File: src/rtl/tpdp_pkg.sv
// Package for the thresholded pixel density profiler.
// Holds sizes, operation and result codes, and the types shared by the modules.
// No dependencies.
`timescale 1ns / 1ps
`default_nettype none

package tpdp_pkg;

  // Store sizes.
  localparam int MaxColumns = 1024;
  localparam int MaxRows    = 1024;

  // Widths derived from the store sizes.
  localparam int ColW     = $clog2(MaxColumns + 1);  // column position, saturates at MaxColumns
  localparam int ColAddrW = $clog2(MaxColumns);      // column store address
  localparam int RowW     = $clog2(MaxRows);         // row index, saturates at MaxRows-1

  // Fixed field widths.
  localparam int OpW    = 3;
  localparam int PixW   = 8;
  localparam int SelW   = 10;
  localparam int KindW  = 2;
  localparam int PosW   = 10;
  localparam int CountW = 11;
  localparam int QuadW  = 21;
  localparam int SumW   = QuadW + 2;
  localparam int CfgW   = 11;
  localparam int CfgIdxW = 2;

  localparam int InDataW  = 24;
  localparam int OutDataW = 128;

  localparam logic [CountW-1:0] CountMax = '1;
  localparam logic [QuadW-1:0]  QuadMax  = '1;

  // Queue between the front and back parts.
  localparam int QDepth = 4;
  localparam int QPtrW  = $clog2(QDepth);
  localparam int QCntW  = $clog2(QDepth + 1);

  // Operation codes on the input channel.
  localparam logic [OpW-1:0] OpFrameStart = 3'd0;
  localparam logic [OpW-1:0] OpRowStart   = 3'd1;
  localparam logic [OpW-1:0] OpPixel      = 3'd2;
  localparam logic [OpW-1:0] OpFrameEnd   = 3'd3;
  localparam logic [OpW-1:0] OpColRead    = 3'd4;

  // Result kinds on the output channel.
  localparam logic [KindW-1:0] KindRow     = 2'd0;
  localparam logic [KindW-1:0] KindSummary = 2'd1;
  localparam logic [KindW-1:0] KindColumn  = 2'd2;

  // Configuration register indexes.
  localparam logic [CfgIdxW-1:0] CfgIdxThreshold = 2'd0;
  localparam logic [CfgIdxW-1:0] CfgIdxCenterCol = 2'd1;
  localparam logic [CfgIdxW-1:0] CfgIdxCenterRow = 2'd2;

  localparam logic [PixW-1:0] ThresholdReset = 8'd15;
  localparam logic [CfgW-1:0] CenterReset    = 11'd512;

  // Work the back part carries out for one queued item.
  typedef enum logic [2:0] {
    ActFrameStart,
    ActRowStart,
    ActPixel,
    ActFrameEnd,
    ActColRead
  } act_e;

  typedef struct packed {
    act_e              act;
    logic              emit_row;  // an open row is closed by this item
    logic [ColW-1:0]   col;
    logic [RowW-1:0]   row;
    logic [PixW-1:0]   pix;
    logic [SelW-1:0]   sel;
  } item_t;

  typedef struct packed {
    logic [PixW-1:0] threshold;
    logic [CfgW-1:0] center_col;
    logic [CfgW-1:0] center_row;
  } cfg_t;

  typedef struct packed {
    logic [KindW-1:0]  kind;
    logic [PosW-1:0]   pos;
    logic [CountW-1:0] count;
    logic [QuadW-1:0]  top_left;
    logic [QuadW-1:0]  top_right;
    logic [QuadW-1:0]  bottom_left;
    logic [QuadW-1:0]  bottom_right;
    logic [QuadW-1:0]  total;
    logic              last;
  } result_t;

endpackage

`default_nettype wire

File: src/rtl/tpdp_queue.sv
// Short item queue between the front and back parts of the profiler.
// First-in first-out, with the head item visible while not empty.
// Depends on tpdp_pkg.
`timescale 1ns / 1ps
`default_nettype none

module tpdp_queue (
  input  wire logic            clk_i,
  input  wire logic            rst_ni,
  input  wire logic            push_i,
  input  wire tpdp_pkg::item_t push_item_i,
  output logic                 full_o,
  input  wire logic            pop_i,
  output logic                 empty_o,
  output tpdp_pkg::item_t      head_o
);

  tpdp_pkg::item_t            slots_q [tpdp_pkg::QDepth];
  logic [tpdp_pkg::QPtrW-1:0] wr_ptr_q;
  logic [tpdp_pkg::QPtrW-1:0] rd_ptr_q;
  logic [tpdp_pkg::QCntW-1:0] cnt_q;

  assign full_o  = (cnt_q == tpdp_pkg::QCntW'(tpdp_pkg::QDepth));
  assign empty_o = (cnt_q == '0);
  assign head_o  = slots_q[rd_ptr_q];

  // Item storage.
  always_ff @(posedge clk_i) begin
    if (push_i) begin
      slots_q[wr_ptr_q] <= push_item_i;
    end
  end

  // Pointers and fill level.
  always_ff @(posedge clk_i or negedge rst_ni) begin
    if (!rst_ni) begin
      wr_ptr_q <= '0;
      rd_ptr_q <= '0;
      cnt_q    <= '0;
    end else begin
      if (push_i) begin
        wr_ptr_q <= wr_ptr_q + 1'b1;
      end
      if (pop_i) begin
        rd_ptr_q <= rd_ptr_q + 1'b1;
      end
      if (push_i && !pop_i) begin
        cnt_q <= cnt_q + 1'b1;
      end else if (pop_i && !push_i) begin
        cnt_q <= cnt_q - 1'b1;
      end
    end
  end

endmodule

`default_nettype wire

File: config.mk
export PLATFORM = sky130hd
export DESIGN_NAME = tpdp_queue
export DESIGN_NICKNAME = d
export VERILOG_FILES = /design/src/rtl/tpdp_pkg.sv /design/src/rtl/tpdp_queue.sv
export SDC_FILE = /design/constraint.sdc
export NUM_CORES = 1
export LEC_CHECK = 0
export BUFFER_PORTS_ARGS = -buffer_cell sky130_fd_sc_hd__buf_2
export CAP_MARGIN = 20
export CORE_UTILIZATION = 51
export CTS_CLUSTER_SIZE = 24
export DETAILED_ROUTE_END_ITERATION = 12
export PLACE_DENSITY = 0.73
export REMOVE_ABC_BUFFERS = 1
export SYNTH_ARGS = -nofsm -noshare
export SYNTH_HDL_FRONTEND = slang
export SYNTH_SLANG_ARGS = --single-unit
File: constraint.sdc
create_clock -name clk_i -period 2.2 [get_ports clk_i]
set_clock_uncertainty 0.15 [all_clocks]
set_input_delay 0.44 -clock clk_i [delete_from_list [all_inputs] [get_ports clk_i]]
set_output_delay 0.44 -clock clk_i [all_outputs]
set_load 0.01 [all_outputs]
==> results.md <==
* Detailed-route DRC error count at 0
* End-of-flow core utilization at between 60% and 70%
* Total Routing Usage GR at around 18%
* Die width at 116 microns
* Global-route congestion overflow total at 0
* Io pins at just over 90
* Slowest cell on crit path: mux4_1
* Share of post-route cells with drive strength above 1 at ~47%
* Met1 wire length at between 4 and 5 mm
* Final Cell Area at approximately 0.008 sq mm
* Via Count at around 3000
* Top Layer Used: met5
* Clk Tree Root Cell: clkbuf_16
* Final hold vios at 0
* Tcrit/Tclk final at 110%
* Dpl hpwl at just under 7 mm
* Core Rows at 41
* Relative slew slack at between 70% and 80%
* Netlist cell types at 19
* Fin nets at 428
* VDD IR max at 0.746 mV
* DR pass1 iterations at 4
* Met3 WL at between 600 and 700 microns
* First-pass GRT wire length at ~17 mm
* Number of port buffers at 91
* Synthesized flop and latch total at 179
* Antenna Cells at 0
* Register area share after synthesis at ~80%
* Synthesized area per cell at approximately 26 sq um
* Req. time, crit path at between 1.5 and 2 ns
* Non-Filler Instances at 560
* Max FO, Critical Path at 6
* Post-Place Cells at ~530
* Core footprint at ~0.013 sq mm
* HP Class: in2reg
* Failing checks: setup timing
* CP endpoint kind: output port
* Clock Latency Late Sink at 0.42 ns
* Die H at about 120 microns
* Die area at 0.0135 sq mm
* Fill count at 862
* CTS tree: yes
* Average wire per standard cell at roughly 20 microns
* Hold slack at slightly below 0.08 ns
* Pwr dens at between 1000 and 1500 mW/mm^2
* Metal2 WL at between 5 and 6 mm
* Antenna-violating nets left at 0
* Commonest non-fill, non-tap cell in the layout: edfxtp_1
* Max-slew violations at 0
* Most frequent cells in the layout: edfxtp_1 (172), buf_2 (72), mux4_2 (41)
* Syn-to-layout area delta at 22.4%
* Critical path type: reg2out
* Slew @ Worst Pin at 0.405 ns
* Max_cap viols at 0
* Htree depth at 4
* Final Wtd Congestion at between 0.6 and 0.7
* Placed Area at 0.00743 sq mm
* Number of global-route vias before repair at between 3000 and 4000
* Max stage delay on crit path at between 0.5 and 0.6 ns
* Final worst setup slack at -0.210 ns
* Mapped Cells at approximately 260
* Pleak at ~0.0029 uW
* Maximum clock path buffer count at 2
* Critical path arrival at around 1.8 ns
* Startpoint type of the worst setup path: flip-flop
* Synthesized area at 0.00666 sq mm
* Clock sink total at approximately 180
* Initial antenna violation count at 2
* Status: finished, violations left
* Final wirelength at between 10 and 15 mm
* Vias/cell at about 5.3
* RSZ-0062 raised after global routing: yes
* Initial Util at ~53%
* TritonCTS buffer count at 17
* Post-route minimum period at 2.41 ns
* Fmax at between 400 and 500 MHz
* Ys Warns at 0
* Cell breakdown of the critical path: buf_4 -> mux4_1 -> buf_2
* Starting DRT DRC Count at 177
* Clk slew on worst S/H paths at roughly 0.06 ns
* Final setup violating endpoints at 43
* Largest net degree at the start of global routing at 35
-- cells by family after synthesis --
kind of cell | Yosys count | share of synthesized area (%)
DFF | 179 | 80.2
buffers and inverters | 14 | 1.97
AOI/OAI and AO/OA | 1 | 0.0751
muxes | 44 | 15.0
xor gates and xnor gates | 6 | 0.789
adders and majority gates | 6 | 1.24
and+or+nand+nor | 9 | 0.733
-- area by class of cell --
class | instances | area (sq um) | share of cell area, %
timing repair buffer | 107 | 801 | 9.82
clock buffer | 19 | 433 | 5.31
tap | 172 | 215 | 2.64
clock inverter | 13 | 160 | 1.97
sequential | 179 | 5350 | 65.6
inverter | 4 | 15.0 | 0.184
multi-input combinational | 66 | 1180 | 14.5
-- Yosys cell counts (all sizes together) --
| library cell | instances | area, sq um |
|---|---|---|
| buf | 10 | 116 |
| mux2 | 1 | 11.3 |
| inv | 4 | 15.0 |
| mux4 | 43 | 987 |
| nor3 | 1 | 5.00 |
| and2 | 4 | 25.0 |
| o21ai | 1 | 5.00 |
| fa | 1 | 20.0 |
| dfrtp | 7 | 175 |
| edfxtp | 172 | 5160 |
| ha | 5 | 62.6 |
| nor2 | 1 | 3.75 |
| xor2 | 4 | 35.0 |
| nor3b | 1 | 7.51 |
| xnor2 | 2 | 17.5 |
| nand2 | 2 | 7.51 |
-- final timing paths --
check / depth (start not counted) / from / slack (ns) / end
worst min-delay path: 1 / push_item_i[28] / 0.08 / slots_q[1][28]$_DFFE_PP_
worst max-delay path: 3 / rd_ptr_q[0]$_DFFE_PN0P_ / -0.21 / head_o[39]
max in group asynchronous: 2 / rst_ni / 1.48 / rd_ptr_q[0]$_DFFE_PN0P_
worst max register to register: 4 / wr_ptr_q[0]$_DFFE_PN0P_ / 0.47 / slots_q[2][31]$_DFFE_PP_
min in group asynchronous: 2 / rst_ni / 0.24 / wr_ptr_q[1]$_DFFE_PN0P_
worst min register to register: 1 / cnt_q[2]$_DFFE_PN0P_ / 0.34 / cnt_q[2]$_DFFE_PN0P_
-- critical path, delay by kind of cell (launching register included) --
kind	cells	cell delay [ns]
buffers and inverters	2	0.35
flip-flops	1	0.49
multiplexers	1	0.55
-- through the flow --
step / setup TNS [ns] / setup slack (ns) / power, uW
5_1_grt: -9.64 / -0.274 / 11600
2_1_floorplan: -37.48 / -0.914 / 6570
4_1_cts: -8.31 / -0.243 / 11000
6_report: -6.81 / -0.210 / 11100
3_3_place_gp: 0 / 0.136 / 7830
3_5_place_dp: 0 / 0.125 / 7890
-- where the power goes --
| group | switching [uW] | leakage, uW | total [uW] | internal (uW) |
|---|---|---|---|---|
| sequential | 209 | 0.00166 | 4680 | 4470 |
| clock | 1200 | 0.000287 | 2980 | 1780 |
| combinational | 1610 | 0.000907 | 3410 | 1800 |
-- timing repair --
item                       in CTS  in global routing
hold buffers                    1                  0
gates resized for setup        11                 12
hold endpoints to repair        7                  0
gates cloned                    0                  0
setup buffers                   1                  0
setup endpoints to repair      43                 43
-- flip-flops by register name, summed over array words and instances, names as in the netlist --
| signal | cells |
|---|---|
| slots_q | 172 |
| cnt_q | 3 |
| wr_ptr_q | 2 |
| rd_ptr_q | 2 |
-- routing by layer --
layer / track usage (%) / vias up
li1: - / 1326
met1: 21.5 / 1517
met2: 29.3 / 96
met3: 6.23 / 25
met4: 8.46 / 4
met5: 0 / -
No activity file was read; power rests on OpenSTA's default activity.
