<file path="src/rtl/tpdp_pkg.sv">
// Package for the thresholded pixel density profiler.
// Holds sizes, operation and result codes, and the types shared by the modules.
// No dependencies.
`timescale 1ns / 1ps
`default_nettype none

package tpdp_pkg;

  // Store sizes.
  localparam int MaxColumns = 1024;
  localparam int MaxRows    = 1024;

  // Widths derived from the store sizes.
  localparam int ColW     = $clog2(MaxColumns + 1);  // column position, saturates at MaxColumns
  localparam int ColAddrW = $clog2(MaxColumns);      // column store address
  localparam int RowW     = $clog2(MaxRows);         // row index, saturates at MaxRows-1

  // Fixed field widths.
  localparam int OpW    = 3;
  localparam int PixW   = 8;
  localparam int SelW   = 10;
  localparam int KindW  = 2;
  localparam int PosW   = 10;
  localparam int CountW = 11;
  localparam int QuadW  = 21;
  localparam int SumW   = QuadW + 2;
  localparam int CfgW   = 11;
  localparam int CfgIdxW = 2;

  localparam int InDataW  = 24;
  localparam int OutDataW = 128;

  localparam logic [CountW-1:0] CountMax = '1;
  localparam logic [QuadW-1:0]  QuadMax  = '1;

  // Queue between the front and back parts.
  localparam int QDepth = 4;
  localparam int QPtrW  = $clog2(QDepth);
  localparam int QCntW  = $clog2(QDepth + 1);

  // Operation codes on the input channel.
  localparam logic [OpW-1:0] OpFrameStart = 3'd0;
  localparam logic [OpW-1:0] OpRowStart   = 3'd1;
  localparam logic [OpW-1:0] OpPixel      = 3'd2;
  localparam logic [OpW-1:0] OpFrameEnd   = 3'd3;
  localparam logic [OpW-1:0] OpColRead    = 3'd4;

  // Result kinds on the output channel.
  localparam logic [KindW-1:0] KindRow     = 2'd0;
  localparam logic [KindW-1:0] KindSummary = 2'd1;
  localparam logic [KindW-1:0] KindColumn  = 2'd2;

  // Configuration register indexes.
  localparam logic [CfgIdxW-1:0] CfgIdxThreshold = 2'd0;
  localparam logic [CfgIdxW-1:0] CfgIdxCenterCol = 2'd1;
  localparam logic [CfgIdxW-1:0] CfgIdxCenterRow = 2'd2;

  localparam logic [PixW-1:0] ThresholdReset = 8'd15;
  localparam logic [CfgW-1:0] CenterReset    = 11'd512;

  // Work the back part carries out for one queued item.
  typedef enum logic [2:0] {
    ActFrameStart,
    ActRowStart,
    ActPixel,
    ActFrameEnd,
    ActColRead
  } act_e;

  typedef struct packed {
    act_e              act;
    logic              emit_row;  // an open row is closed by this item
    logic [ColW-1:0]   col;
    logic [RowW-1:0]   row;
    logic [PixW-1:0]   pix;
    logic [SelW-1:0]   sel;
  } item_t;

  typedef struct packed {
    logic [PixW-1:0] threshold;
    logic [CfgW-1:0] center_col;
    logic [CfgW-1:0] center_row;
  } cfg_t;

  typedef struct packed {
    logic [KindW-1:0]  kind;
    logic [PosW-1:0]   pos;
    logic [CountW-1:0] count;
    logic [QuadW-1:0]  top_left;
    logic [QuadW-1:0]  top_right;
    logic [QuadW-1:0]  bottom_left;
    logic [QuadW-1:0]  bottom_right;
    logic [QuadW-1:0]  total;
    logic              last;
  } result_t;

endpackage

`default_nettype wire

</file>
<file path="src/rtl/tpdp_front.sv">
// Front part of the profiler: accepts input items and classifies them.
// Tracks row and column position and queues the work for the back part.
// Depends on tpdp_pkg.
`timescale 1ns / 1ps
`default_nettype none

module tpdp_front (
  input  wire logic                      clk_i,
  input  wire logic                      rst_ni,
  input  wire logic                      in_valid_i,
  output logic                           in_ready_o,
  input  wire logic [tpdp_pkg::OpW-1:0]  op_i,
  input  wire logic [tpdp_pkg::PixW-1:0] pix_i,
  input  wire logic [tpdp_pkg::SelW-1:0] sel_i,
  input  wire logic                      q_full_i,
  output logic                           push_o,
  output tpdp_pkg::item_t                push_item_o
);

  logic                      row_open_q, row_open_d;
  logic [tpdp_pkg::ColW-1:0] col_q, col_d;
  logic [tpdp_pkg::RowW-1:0] row_q, row_d;
  logic                      accept;
  logic                      keep;
  logic [tpdp_pkg::RowW-1:0] row_next;
  logic [tpdp_pkg::ColW-1:0] col_next;

  assign in_ready_o = !q_full_i;
  assign accept     = in_valid_i && in_ready_o;
  assign push_o     = accept && keep;

  // Saturating position steps.
  assign row_next = (row_q == tpdp_pkg::RowW'(tpdp_pkg::MaxRows - 1)) ? row_q : row_q + 1'b1;
  assign col_next = (col_q == tpdp_pkg::ColW'(tpdp_pkg::MaxColumns)) ? col_q : col_q + 1'b1;

  // Classify the item and work out the position state it leaves behind.
  always_comb begin
    row_open_d            = row_open_q;
    col_d                 = col_q;
    row_d                 = row_q;
    keep                  = 1'b0;
    push_item_o.act       = tpdp_pkg::ActFrameStart;
    push_item_o.emit_row  = row_open_q;
    push_item_o.col       = col_q;
    push_item_o.row       = row_q;
    push_item_o.pix       = pix_i;
    push_item_o.sel       = sel_i;
    case (op_i)
      tpdp_pkg::OpFrameStart: begin
        keep            = 1'b1;
        push_item_o.act = tpdp_pkg::ActFrameStart;
        row_open_d      = 1'b0;
        col_d           = '0;
        row_d           = '0;
      end
      tpdp_pkg::OpRowStart: begin
        keep            = 1'b1;
        push_item_o.act = tpdp_pkg::ActRowStart;
        if (row_open_q) begin
          row_d = row_next;
        end
        row_open_d = 1'b1;
        col_d      = '0;
      end
      tpdp_pkg::OpPixel: begin
        // A pixel outside a row does nothing at all.
        keep            = row_open_q;
        push_item_o.act = tpdp_pkg::ActPixel;
        if (row_open_q) begin
          col_d = col_next;
        end
      end
      tpdp_pkg::OpFrameEnd: begin
        keep            = 1'b1;
        push_item_o.act = tpdp_pkg::ActFrameEnd;
        if (row_open_q) begin
          row_d = row_next;
        end
        row_open_d = 1'b0;
      end
      tpdp_pkg::OpColRead: begin
        keep            = 1'b1;
        push_item_o.act = tpdp_pkg::ActColRead;
      end
      default: begin
        keep = 1'b0;
      end
    endcase
  end

  // Position state advances with every accepted item.
  always_ff @(posedge clk_i or negedge rst_ni) begin
    if (!rst_ni) begin
      row_open_q <= 1'b0;
      col_q      <= '0;
      row_q      <= '0;
    end else if (accept) begin
      row_open_q <= row_open_d;
      col_q      <= col_d;
      row_q      <= row_d;
    end
  end

endmodule

`default_nettype wire

</file>
<file path="config.mk">
export PLATFORM = sky130hd
export DESIGN_NAME = tpdp_front
export DESIGN_NICKNAME = d
export VERILOG_FILES = /design/src/rtl/tpdp_pkg.sv /design/src/rtl/tpdp_front.sv
export SDC_FILE = /design/constraint.sdc
export NUM_CORES = 1
export LEC_CHECK = 0
export BUFFER_PORTS_ARGS = -buffer_cell sky130_fd_sc_hd__buf_2
export CAP_MARGIN = 20
export CORE_MARGIN = 10
export CORE_UTILIZATION = 50
export DETAILED_ROUTE_END_ITERATION = 10
export GPL_ROUTABILITY_DRIVEN = 0
export HOLD_SLACK_MARGIN = 0.06
export PLACE_DENSITY_LB_ADDON = 0.08
export SETUP_SLACK_MARGIN = 0.5
export SLEW_MARGIN = 20
export SYNTH_ARGS = -nofsm -noshare
export SYNTH_HDL_FRONTEND = slang
export SYNTH_SLANG_ARGS = --single-unit
</file>
<file path="constraint.sdc">
create_clock -name clk_i -period 2.6 [get_ports clk_i]
set_input_delay 0.13 -clock clk_i [delete_from_list [all_inputs] [get_ports clk_i]]
set_output_delay 0.13 -clock clk_i [all_outputs]
set_load 0.02 [all_outputs]
</file>
==> run summary <==
leading area contributor after synthesis: dfrtp_1
CTS tree: yes
Diodes inserted: 0
Post-synth ARST share: 100%
startpoint types: flop
Hold Fails Final Rpt: 0
post-CTS sizing: 0
Port Buffers: 33
area share of fa/ha/maj cells after synthesis: 2.38%
Clock Latency Late Sink: 0.31 ns
#FFs+latches synth: 22
Worst Min Path Start: op_i[0]
slowest stage cell, crit path: or4_1
flop2flop setup slack: 0.63 ns
hold crit path type: in -> reg
# IOs: 70
power density over the cells: 396 mW/mm²
critical path class: reg -> reg
via count: 1367
Crit. End Element: flop
worst endpoint required time: 2.84 ns
EDFF count, synth: 0
Die Ht: 76.2 µm
register area share after synthesis: 34.9%
maximum clock rate: 507 MHz
dominant synthesized flop cell: dfrtp_1
Area growth syn-to-layout: 5.79%
final WL: 3750 µm
Register Area: 551 µm²
Final setup violation count: 0
nets: 215
Slew @ Worst Pin: 0.524 ns
syn_area_per_cell: 9.11 µm²
R2R Path End: col_q[7]$_DFFE_PN0P_
status: completed
Synth Area in XOR/XNOR: 0%
core area: 0.00303 mm²
synth warn: 0
simple-gate share of the synthesized area: 21.7%
clock skew: 0.00160 ns
# clock sinks: 22
Rel. slew slack: 64.8%
crit path time final: 1.97 ns
Yosys cell types: 45
pin count of the biggest net entering global routing: 23
Tcrit/Tclk final: 75.9%
setup_tns: 0 ns
Avg WL per Cell: 16.3 µm
Mapped Cells: 173
Pre-antenna DRT Iters: 4
crit-path cells: or4_1, nor4_4, nor2_2, a31oi_1
Synthesized Nets: 201
Lkg Pwr: 0.790 nW
Final Non-Filler Cells: 230
Num CTS Buffers: 3
max-cap viol count: 0
vias in the first global route: 1274
Worst path max stage delay: 0.62 ns
cell family with most CP delay: simple AND/OR/NAND/NOR gates
compound-gate portion of the synthesized area: 26.0%
Die Wd: 76.2 µm
post-DR vias/cell: 5.94
Synth area leaders: dfrtp_1 35%, buf_4 9.5%, o21ai_0 4.1%
post-synth top area share: 34.9%
Overflow after GRT: 0
initial core utilization: 52.1%
Placed Cells: 225
mux cell area share after synthesis: 1.98%
Max clock buf depth: 2
largest family of logic cells by synthesized area: compound AO/OA/AOI/OAI gates
Peak VDD IR: 0.283 mV
CTS Root Cell: clkbuf_4
CTS H-tree depth: 1
GRT Overall Usage: 12.0%
Slew Viols, Final: 0
Die ar.: 0.00580 mm²
Worst Path Max Fanout: 9
Crit. Startpoint: col_q[7]$_DFFE_PN0P_
first-pass GRT wire length: 6170 µm
initial DRC count: 81
Worst Path Buf+Inv: 0
Worst Setup EP: col_q[7]$_DFFE_PN0P_
Rows: 20
initial antenna violation count: 0
multi-input logic area: 821 µm²
Post-Syn Area: 0.00158 mm²
Reg-to-Reg Start: col_q[7]$_DFFE_PN0P_
layout cells sized above 1: 27.4%
critical path depth: 4
Worst EP arrival: 2.21 ns
Fillers: 297
RSZ-0062 raised after global routing: no
ANT nets after route: 0
worst reg-to-reg path cell count: 4
Worst-path clk slew: 0.13 ns
DRC Markers: 0
dpl hpwl: 2730 µm
final core occ: 55.1%
## stage by stage
step                      power [mW]  cell area (µm²)  worst slack [ns]  hold slack [ns]
after global placement         0.472             1620             0.670            0.139
after CTS                      0.668             1670             0.559            0.111
final                          0.660             1670             0.627            0.125
after global routing           0.695             1670             0.512            0.110
after detailed placement       0.473             1620             0.602            0.135
after floorplan                0.476             1580             0.657           -0.166
## kinds of logic (layout without fill, tap and decap cells)
kind of cell,after synthesis,count (layout)
mux,3,3
flops,22,22
compound gates,55,55
fa+ha+maj,3,3
buf+inv,32,45
simple gates,58,58
## synth_stat cells, drive strengths merged (2+ instances only)
cell,instances
a21o,4
nand2b,4
nor2,7
nor3,3
nand3,6
nand2,10
a31oi,9
nor4,2
and3,7
ha,3
a21oi,6
and4,2
inv,5
buf,24
a41oi,5
clkbuf,2
dfrtp,22
mux2i,2
and2,2
nor2b,3
nand4,4
o21ai,13
or4,2
or3,2
o31ai,11
or3b,2
## cell usage in the layout, fill, tap and decap left out, types with 2 or more instances in the layout
master | netlist | routed
a21o_1 | 3 | 3
a21oi_1 | 6 | 6
a31oi_1 | 9 | 9
a41oi_1 | 5 | 5
and2_1 | 2 | 2
and3_1 | 7 | 7
and4_1 | 2 | 2
buf_2 | 2 | 33
clkbuf_4 | 0 | 3
dfrtp_1 | 22 | 22
ha_1 | 3 | 3
inv_1 | 5 | 5
mux2i_1 | 2 | 2
nand2_1 | 10 | 10
nand2b_1 | 4 | 4
nand3_1 | 6 | 6
nand4_1 | 4 | 4
nor2_1 | 6 | 6
nor2b_1 | 3 | 3
nor3_1 | 3 | 3
o21ai_0 | 13 | 13
o31ai_1 | 6 | 6
o31ai_2 | 5 | 5
or3_1 | 2 | 2
or4_1 | 2 | 2
## state kept, by name, indices dropped and copies added, names as in the netlist
name	count
row_q	10
col_q	11
row_open_q	1
## report_power, final
| part | internal, mW | switching (mW) |
|---|---|---|
| Combinational | 0.0369 | 0.0642 |
| Clock | 0.0855 | 0.108 |
| Sequential | 0.352 | 0.0132 |
## metal layers
| metal | up-vias | part of all wire [%] | GRT usage, % |
|---|---|---|---|
| met1 | 629 | 49 | 17.2 |
| met2 | 43 | 42 | 16.3 |
| li1 | 668 | - | - |
| met3 | 27 | 5.9 | 2.59 |
| met4 | 0 | 3.1 | 6.13 |
| met5 | - | 0 | 0 |
## worst min path at each step
stage / endpoint / slack, ns / depth (start not counted)
final: row_open_q$_DFFE_PN0P_ / 0.13 / 3
after global routing: row_open_q$_DFFE_PN0P_ / 0.11 / 3
after CTS: row_open_q$_DFFE_PN0P_ / 0.11 / 3
after detailed placement: col_q[6]$_DFFE_PN0P_ / 0.14 / 1
after global placement: col_q[6]$_DFFE_PN0P_ / 0.14 / 1
after floorplan: col_q[0]$_DFFE_PN0P_ / -0.17 / 0
## area by class of cell
type	count	area share (%)
inverters	6	1.35
clock buffers	4	2.18
multi-input cells	119	49.2
well taps	44	3.30
flip-flops and latches	22	33.0
repair buffers	35	11.0
## worst min-delay path, delay by kind of cell
family	cells	cell delay, ns
simple gates	1	0.07
compound gates	1	0.06
buf+inv	1	0.14
## what timing repair did
| item | CTS | global route |
|---|---|---|
| buffers inserted | 0 | 0 |
| endpoints found under the setup margin | 0 | 7 |
| endpoints found under the hold margin | 22 | 0 |
| hold buffers | 1 | 0 |
Power figures use the tool's default switching activity.
